==> src/sv/ssid_pkg.sv <==
package ssid_pkg;

    // table geometry
    localparam int DEPTH = 16;
    localparam int CNT_W = $clog2(DEPTH + 1);
    localparam int CAP_W = 5;
    localparam int CMP_W = (CNT_W > CAP_W) ? CNT_W : CAP_W;
    localparam int KEY_W = 32;

    // configuration port
    localparam int PADDR_W = 3;
    localparam int PDATA_W = 32;
    localparam logic REG_CAPACITY = 1'b0;
    localparam logic [CAP_W-1:0] CAP_RESET = CAP_W'(16);

    // command codes
    localparam logic FUNC_INSERT = 1'b0;
    localparam logic FUNC_DELETE = 1'b1;

    // status codes
    localparam logic [1:0] ST_DONE = 2'd0;
    localparam logic [1:0] ST_FULL = 2'd1;
    localparam logic [1:0] ST_DUP  = 2'd2;
    localparam logic [1:0] ST_MISS = 2'd3;

    // controller to datapath commands
    typedef struct packed {
        logic load;
        logic compare;
        logic update;
    } ssid_cmd_t;

    // datapath to controller status
    typedef struct packed {
        logic out_free;
    } ssid_stat_t;

    // count as carried on the result, masked to five bits
    function automatic logic [4:0] held_bits(logic [CNT_W-1:0] c);
        logic [CMP_W-1:0] t;
        t = CMP_W'(c);
        return t[4:0];
    endfunction

endpackage

==> src/sv/ssid_if.sv <==
interface ssid_cmd_if;
    logic               valid;
    logic               ready;
    logic               func;
    logic signed [31:0] value;

    modport source (output valid, output func, output value, input ready);
    modport sink (input valid, input func, input value, output ready);
endinterface

interface ssid_res_if;
    logic       valid;
    logic       ready;
    logic [1:0] status;
    logic [4:0] held_count;

    modport source (output valid, output status, output held_count, input ready);
    modport sink (input valid, input status, input held_count, output ready);
endinterface

==> src/sv/sorted_set_insert_delete_top.sv <==
// channel  | dir | payload                      | transfer when
// ---------+-----+------------------------------+------------------------
// cmd      | in  | func[0], value[31:0] signed  | cmd.valid && cmd.ready
// res      | out | status[1:0], held_count[4:0] | res.valid && res.ready
// apb      | in  | capacity at byte address 0   | psel && penable && pwrite
//
// an item passes through accept, compare in every cell, then shift and count
// update; the result shows the cycle after the update
// the next command is taken while a result waits; the update stage holds until
// the result register is free
// rst_n is asynchronous; it empties the table and sets capacity to 16
module sorted_set_insert_delete_top
    import ssid_pkg::*;
(
    input  logic               clk,
    input  logic               rst_n,
    ssid_cmd_if.sink           cmd,
    ssid_res_if.source         res,
    input  logic               psel,
    input  logic               penable,
    input  logic               pwrite,
    input  logic [PADDR_W-1:0] paddr,
    input  logic [PDATA_W-1:0] pwdata,
    output logic [PDATA_W-1:0] prdata,
    output logic               pready
);

    ssid_cmd_t        dp_cmd;
    ssid_stat_t       dp_stat;
    logic [CAP_W-1:0] capacity_reg;

    // capacity register
    always_ff @(posedge clk or negedge rst_n)
    begin
        if (!rst_n)
            capacity_reg <= CAP_RESET;
        else if (psel && penable && pwrite && (paddr[2] == REG_CAPACITY))
            capacity_reg <= pwdata[CAP_W-1:0];
    end

    // register read back
    assign prdata = (paddr[2] == REG_CAPACITY) ? PDATA_W'(capacity_reg) : '0;
    assign pready = 1'b1;

    ssid_ctrl u_ctrl (
        .clk      (clk),
        .rst_n    (rst_n),
        .in_valid (cmd.valid),
        .in_ready (cmd.ready),
        .stat     (dp_stat),
        .cmd      (dp_cmd)
    );

    ssid_dp u_dp (
        .clk            (clk),
        .rst_n          (rst_n),
        .cmd            (dp_cmd),
        .stat           (dp_stat),
        .in_func        (cmd.func),
        .in_value       (cmd.value),
        .capacity       (capacity_reg),
        .out_valid      (res.valid),
        .out_ready      (res.ready),
        .out_status     (res.status),
        .out_held_count (res.held_count)
    );

endmodule

==> src/sv/ssid_ctrl.sv <==
module ssid_ctrl
    import ssid_pkg::*;
(
    input  logic       clk,
    input  logic       rst_n,
    input  logic       in_valid,
    output logic       in_ready,
    input  ssid_stat_t stat,
    output ssid_cmd_t  cmd
);

    localparam logic [1:0] S_IDLE = 2'd0;
    localparam logic [1:0] S_CMP  = 2'd1;
    localparam logic [1:0] S_UPD  = 2'd2;

    logic [1:0] state_reg;
    logic [1:0] state_next;

    // sequencing: accept, compare, update
    always_comb
    begin
        state_next  = state_reg;
        in_ready    = 1'b0;
        cmd         = '0;
        case (state_reg)
            S_IDLE:
            begin
                in_ready = 1'b1;
                if (in_valid)
                begin
                    cmd.load   = 1'b1;
                    state_next = S_CMP;
                end
            end
            S_CMP:
            begin
                cmd.compare = 1'b1;
                state_next  = S_UPD;
            end
            S_UPD:
            begin
                // wait for the result slot to drain
                if (stat.out_free)
                begin
                    cmd.update = 1'b1;
                    state_next = S_IDLE;
                end
            end
            default:
            begin
                state_next = S_IDLE;
            end
        endcase
    end

    // state register
    always_ff @(posedge clk or negedge rst_n)
    begin
        if (!rst_n)
            state_reg <= S_IDLE;
        else
            state_reg <= state_next;
    end

endmodule

==> src/sv/ssid_dp.sv <==
module ssid_dp
    import ssid_pkg::*;
(
    input  logic               clk,
    input  logic               rst_n,
    input  ssid_cmd_t          cmd,
    output ssid_stat_t         stat,
    input  logic               in_func,
    input  logic signed [31:0] in_value,
    input  logic [CAP_W-1:0]   capacity,
    output logic               out_valid,
    input  logic               out_ready,
    output logic [1:0]         out_status,
    output logic [4:0]         out_held_count
);

    logic signed [KEY_W-1:0] entry_reg [DEPTH];
    logic signed [KEY_W-1:0] entry_next [DEPTH];
    logic [CNT_W-1:0]        count_reg;
    logic [CNT_W-1:0]        count_next;
    logic signed [KEY_W-1:0] key_reg;
    logic                    func_reg;
    logic [DEPTH-1:0]        lt_reg;
    logic [DEPTH-1:0]        eq_reg;
    logic                    out_valid_reg;
    logic [1:0]              out_status_reg;
    logic [4:0]              out_count_reg;

    logic [DEPTH-1:0] held;
    logic [DEPTH-1:0] ltv;
    logic             found;
    logic             full;
    logic [CMP_W-1:0] eff_cap;
    logic [1:0]       status_next;
    logic             write_en;

    // cells below the count hold live entries
    always_comb
    begin
        for (int i = 0; i < DEPTH; i++)
            held[i] = CNT_W'(i) < count_reg;
    end

    // decision from the registered compare flags
    always_comb
    begin
        ltv     = lt_reg & held;
        found   = |(eq_reg & held);
        eff_cap = (CMP_W'(capacity) < CMP_W'(DEPTH)) ? CMP_W'(capacity) : CMP_W'(DEPTH);
        full    = CMP_W'(count_reg) >= eff_cap;
        if (func_reg == FUNC_INSERT)
            status_next = full ? ST_FULL : (found ? ST_DUP : ST_DONE);
        else
            status_next = found ? ST_DONE : ST_MISS;
        write_en = cmd.update && (status_next == ST_DONE);
        if (!write_en)
            count_next = count_reg;
        else if (func_reg == FUNC_INSERT)
            count_next = count_reg + 1'b1;
        else
            count_next = count_reg - 1'b1;
    end

    // per cell shift: up on insert, down on delete
    for (genvar i = 0; i < DEPTH; i++)
    begin : g_cell
        logic signed [KEY_W-1:0] below;
        logic signed [KEY_W-1:0] above;
        logic                    below_lt;

        if (i == 0)
        begin : g_first
            assign below    = key_reg;
            assign below_lt = 1'b1;
        end
        else
        begin : g_mid
            assign below    = entry_reg[i-1];
            assign below_lt = ltv[i-1];
        end

        if (i == DEPTH - 1)
        begin : g_last
            assign above = entry_reg[i];
        end
        else
        begin : g_up
            assign above = entry_reg[i+1];
        end

        always_comb
        begin
            if (ltv[i])
                entry_next[i] = entry_reg[i];
            else if (func_reg == FUNC_DELETE)
                entry_next[i] = above;
            else if (below_lt)
                entry_next[i] = key_reg;
            else
                entry_next[i] = below;
        end

        // entry storage and compare flags
        always_ff @(posedge clk)
        begin
            if (write_en)
                entry_reg[i] <= entry_next[i];
            if (cmd.compare)
            begin
                lt_reg[i] <= entry_reg[i] < key_reg;
                eq_reg[i] <= entry_reg[i] == key_reg;
            end
        end
    end

    // command latch and result payload
    always_ff @(posedge clk)
    begin
        if (cmd.load)
        begin
            key_reg  <= in_value;
            func_reg <= in_func;
        end
        if (cmd.update)
        begin
            out_status_reg <= status_next;
            out_count_reg  <= held_bits(count_next);
        end
    end

    // count and result valid
    always_ff @(posedge clk or negedge rst_n)
    begin
        if (!rst_n)
        begin
            count_reg     <= '0;
            out_valid_reg <= 1'b0;
        end
        else
        begin
            count_reg <= count_next;
            if (cmd.update)
                out_valid_reg <= 1'b1;
            else if (out_ready)
                out_valid_reg <= 1'b0;
        end
    end

    assign stat.out_free   = !out_valid_reg || out_ready;
    assign out_valid       = out_valid_reg;
    assign out_status      = out_status_reg;
    assign out_held_count  = out_count_reg;

`ifndef ASSERT_OFF
    a_count_range: assert property (@(posedge clk) disable iff (!rst_n)
        CNT_W'(DEPTH) >= count_reg)
        else $error("entry count above table depth");

    a_count_idle: assert property (@(posedge clk) disable iff (!rst_n)
        !cmd.update |=> $stable(count_reg))
        else $error("entry count moved without an update");

    a_ins_count: assert property (@(posedge clk) disable iff (!rst_n)
        write_en && (func_reg == FUNC_INSERT)
        |=> count_reg == CNT_W'($past(count_reg) + 1'b1))
        else $error("insert did not add one entry");

    a_result_slot: assert property (@(posedge clk) disable iff (!rst_n)
        cmd.update |-> (!out_valid_reg || out_ready))
        else $error("result overwritten before transfer");

    for (genvar j = 0; j < DEPTH - 1; j++)
    begin : g_order_chk
        a_sorted: assert property (@(posedge clk) disable iff (!rst_n)
            held[j+1] |-> entry_reg[j] < entry_reg[j+1])
            else $error("held entries out of order");
    end
`endif

endmodule

==> src/flat_wrapper.sv <==
// flat-port wrapper written by rule: the top's interface ports become plain ports
module sorted_set_insert_delete_top_flat import ssid_pkg::*;
  (clk, rst_n, psel, penable, pwrite, paddr, pwdata, prdata, pready, cmd_valid, cmd_func, cmd_value, cmd_ready, res_valid, res_status, res_held_count, res_ready);
  ssid_cmd_if cmd_i ();
  ssid_res_if res_i ();
  input  logic clk;
  input  logic rst_n;
  input  logic psel;
  input  logic penable;
  input  logic pwrite;
  input  logic [PADDR_W-1:0] paddr;
  input  logic [PDATA_W-1:0] pwdata;
  output logic [PDATA_W-1:0] prdata;
  output logic pready;
  input wire logic [$bits(cmd_i.valid)-1:0] cmd_valid;
  input wire logic [$bits(cmd_i.func)-1:0] cmd_func;
  input wire logic [$bits(cmd_i.value)-1:0] cmd_value;
  output wire logic [$bits(cmd_i.ready)-1:0] cmd_ready;
  output wire logic [$bits(res_i.valid)-1:0] res_valid;
  output wire logic [$bits(res_i.status)-1:0] res_status;
  output wire logic [$bits(res_i.held_count)-1:0] res_held_count;
  input wire logic [$bits(res_i.ready)-1:0] res_ready;
  assign cmd_i.valid = cmd_valid;
  assign cmd_i.func = cmd_func;
  assign cmd_i.value = cmd_value;
  assign cmd_ready = cmd_i.ready;
  assign res_valid = res_i.valid;
  assign res_status = res_i.status;
  assign res_held_count = res_i.held_count;
  assign res_i.ready = res_ready;
  sorted_set_insert_delete_top u_core (.clk(clk), .rst_n(rst_n), .cmd(cmd_i), .res(res_i), .psel(psel), .penable(penable), .pwrite(pwrite), .paddr(paddr), .pwdata(pwdata), .prdata(prdata), .pready(pready));
endmodule
==> config.mk <==
export PLATFORM = sky130hd
export DESIGN_NAME = sorted_set_insert_delete_top_flat
export DESIGN_NICKNAME = d
export VERILOG_FILES = /design/src/sv/ssid_pkg.sv /design/src/sv/ssid_if.sv /design/src/sv/sorted_set_insert_delete_top.sv /design/src/sv/ssid_ctrl.sv /design/src/sv/ssid_dp.sv /design/src/flat_wrapper.sv
export SDC_FILE = /design/constraint.sdc
export NUM_CORES = 2
export LEC_CHECK = 0
export BUFFER_PORTS_ARGS = -buffer_cell sky130_fd_sc_hd__buf_2
export CAP_MARGIN = 20
export CORE_UTILIZATION = 61
export CTS_CLUSTER_DIAMETER = 150
export DETAILED_ROUTE_END_ITERATION = 12
export PLACE_DENSITY = 0.83
export SYNTH_ARGS = -nofsm -noshare
export SYNTH_HDL_FRONTEND = slang
export SYNTH_SLANG_ARGS = --single-unit
==> constraint.sdc <==
create_clock -name clk -period 10.1 [get_ports clk]
set_input_delay 2.02 -clock clk [delete_from_list [all_inputs] [get_ports clk]]
set_output_delay 2.02 -clock clk [all_outputs]
set_load 0.02 [all_outputs]
==> impl_metrics.py <==
metrics = {
    "status": {
        "status": "complete, no violations",
    },
    "synthesis": {
        "synth_area_per_cell_um2": 9.338,
        "postSynthCellCount": 4261,
        "async_reset_ff_share_pct": 2.178,
        "synth_ff_type": "edfxtp_1",
        "ys_ff_latch": 597,
        "seq_area_frac_synth_pct": 44.90,
        "syn_area_um2": 39790,
        "synth_edf_count": 584,
        "yosys_warnings": 0,
        "yosysUniqueCellTypes": 73,
    },
    "die": {
        "die_h_um": 257.4,
        "io_pins": 117,
        "num_rows": 93,
        "initial_core_util_pct": 61.72,
        "die_w_um": 257.4,
        "core_area_um2": 64460,
        "dieArea_um2": 66250,
    },
    "power": {
        "ir_worst_vdd_uv": 114.6,
        "finalPower_mw": 8.153,
        "power.leakage_nw": 17.35,
        "power_density_nw_per_um2": 189.6,
    },
    "sta": {
        "slew_headroom_pct": 22.47,
        "fin_worst_skew_ps": 31.18,
        "worst_pin_slew_ps": 1163,
        "setup_tns_ps": 0,
        "slew_violations": 0,
        "timing.hold.ws_ps": 524.4,
        "setup_viol": 0,
        "fmax_ghz": 0.2254,
        "rsz0062_at_grt": "false",
        "period_needed_ps": 4438,
        "timing.final.crit_share_pct": 43.94,
        "hold_violations": 0,
    },
    "cells_and_area": {
        "largest_register_ffs": 512,
        "antenna_cells": 0,
        "finalNonFillerCells": 5126,
        "area_growth_pct": 8.063,
        "fillers": 4911,
        "nets": 4814,
        "final_common_cell": "nand2_1",
        "drive_gt1_share_pct": 6.486,
        "final_cell_mix": "nand2_1, edfxtp_1, o21ai_0",
    },
    "clocking": {
        "cts.repair.resized": 0,
        "htreeDepth": 3,
        "cts.sinks": 597,
        "clockRootBuffer": "clkbuf_16",
        "cts_tree": "done",
        "cts_buffer_depth": 3,
        "post-cts-setup-buffers": 0,
        "cts_made_buffers": 68,
        "cts.clk_slew.worst_paths_ps": 60,
        "insertion_delay_ps": 630,
        "cts_hold_buffers": 0,
    },
    "critical_path": {
        "arrival_ps": 2420,
        "worstSetupPathType": "in2out",
        "crit_end": "prdata[2]",
        "worst-r2r-cell-count": 8,
        "reg2reg_to": "u_core.u_dp.entry_reg[0][88]$_DFFE_PP_",
        "cp_max_fo": 6,
        "worst_setup_path_end_kind": "output pin",
        "critPathLaunch": "paddr[2]",
        "r2r_start": "u_core.u_dp.count_reg[1]$_DFF_PN0_",
        "required_ps": 8080,
        "startpoint_type": "input pin",
        "rrSetupSlack_ps": 5900,
    },
    "job": {
        "maxCapViolCount": 0,
    },
    "grt": {
        "grt.total_usage_pct": 30.86,
        "grt_pass1_wl_mm": 164.5,
        "grt_pass1_vias": 31251,
        "grt.overflow.total": 0,
        "grt_start_max_net_pins": 283,
        "antenna_found_initial": 3,
    },
    "detailed_routing": {
        "via_count": 33037,
        "routed_via_density": 6.445,
        "wl_mm": 104.2,
        "drt_pre_antenna_iters": 8,
        "drc_errors": 0,
        "ant_nets": 0,
        "wl_per_cell_um": 20.33,
        "drtIter0Drc": 3772,
    },
    "placement": {
        "gp_congestion": 0.9150,
        "dp.cells": 5001,
        "portBuffers": 59,
        "hpwl_mm": 72.55,
    },
    "min_path": {
        "hold_class": "reg2reg",
    },
}
[kinds of logic after synthesis]
group           synth area share, %
xor+xnor                    0.04403
mux                           1.506
flops                         44.90
buf+inv                       3.582
other cells                 0.01887
compound gates                19.09
simple gates                  14.51
fa+ha+maj                     16.35
[layout make-up]
cell class              instances  area, µm²  share of cell area, %
clock buffers                  84       1844                  4.289
clock inverters                38      269.0                 0.6257
inverters                      76      285.3                 0.6635
multi-input cells            3347      20770                  48.32
flip-flops and latches        597      17860                  41.55
well taps                     855       1070                  2.488
repair buffers                129      890.9                  2.072
[worst min-delay path by stage]
stage	startpoint	endpoint	slack [ps]	cells after the start
2_1_floorplan	u_core.capacity_reg[0]$_DFFE_PN0P_	u_core.capacity_reg[0]$_DFFE_PN0P_	490	1
3_3_place_gp	u_core.u_dp.out_valid$_DFFE_PN0P_	u_core.u_dp.out_valid$_DFFE_PN0P_	500	2
3_5_place_dp	u_core.u_dp.out_valid$_DFFE_PN0P_	u_core.u_dp.out_valid$_DFFE_PN0P_	510	2
4_1_cts	u_core.capacity_reg[0]$_DFFE_PN0P_	u_core.capacity_reg[0]$_DFFE_PN0P_	530	1
5_1_grt	u_core.capacity_reg[0]$_DFFE_PN0P_	u_core.capacity_reg[0]$_DFFE_PN0P_	540	1
6_report	u_core.capacity_reg[0]$_DFFE_PN0P_	u_core.capacity_reg[0]$_DFFE_PN0P_	520	1
[routing by layer]
| metal | vias to the layer above | track usage, % | wire length (µm) |
|---|---|---|---|
| li1 | 15560 | - | - |
| met1 | 15767 | 42.19 | 43340 |
| met2 | 1496 | 50.36 | 49330 |
| met3 | 210 | 4.649 | 9004 |
| met4 | 4 | 10.14 | 2494 |
| met5 | - | 0 | 23 |
[synth_stat cells (5+ instances only)]
cell type  number  area, µm²
o2111ai_1       8      70.07
nand4b_1        5      43.79
a211oi_1       29      217.7
a21o_1         93      698.2
o22ai_1        11      68.82
ha_1          520       6506
buf_4          28      210.2
inv_1          76      285.3
nand2_1       601       2256
nor3_1         25      125.1
dfrtp_1        12      300.3
and3_1          9      56.30
nor2_2         10      62.56
o21a_1          8      60.06
mux2i_1        52      520.5
nor2b_1        27      168.9
nor2_1        483       1813
nand3_1        48      240.2
o221a_2         5      56.30
a221oi_1       10      87.58
mux2_2          7      78.83
or4_1           5      37.54
o21ai_1        25      125.1
o21bai_1        7      52.55
nand2b_1        7      43.79
o211ai_1       25      187.7
a21oi_1       557       2788
clkbuf_1      229      859.6
o21ai_0       561       2808
and2_1          8      50.05
edfxtp_1      584      17540
nor4_1          8      50.05
and4_1         11      96.34
nand4_1        98      613.1
a221o_1         5      50.05
[stage by stage]
stage / instance area [µm²] / utilization [%] / setup slack [ps]
floorplan: 39890 / - / 4471
global placement: 40820 / 63.31 / 5672
detailed placement: 40820 / 63.31 / 5665
CTS: 42930 / 66.59 / 5662
global route: 43000 / 66.70 / 5630
finish: 43000 / 66.70 / 5662
[power by group]
part	leakage [nW]	total (mW)	switching (mW)	internal (mW)
registers	5.51	3.39	0.244	3.15
clock network	1.04	2.43	1.05	1.37
logic	10.8	2.33	1.52	0.810
total	17.4	8.15	2.82	5.33
[critical path: stages]
cell,delay (ps)
buf_2,130
nor2b_1,100
buf_2,170
(Power assumes the default switching activity.)
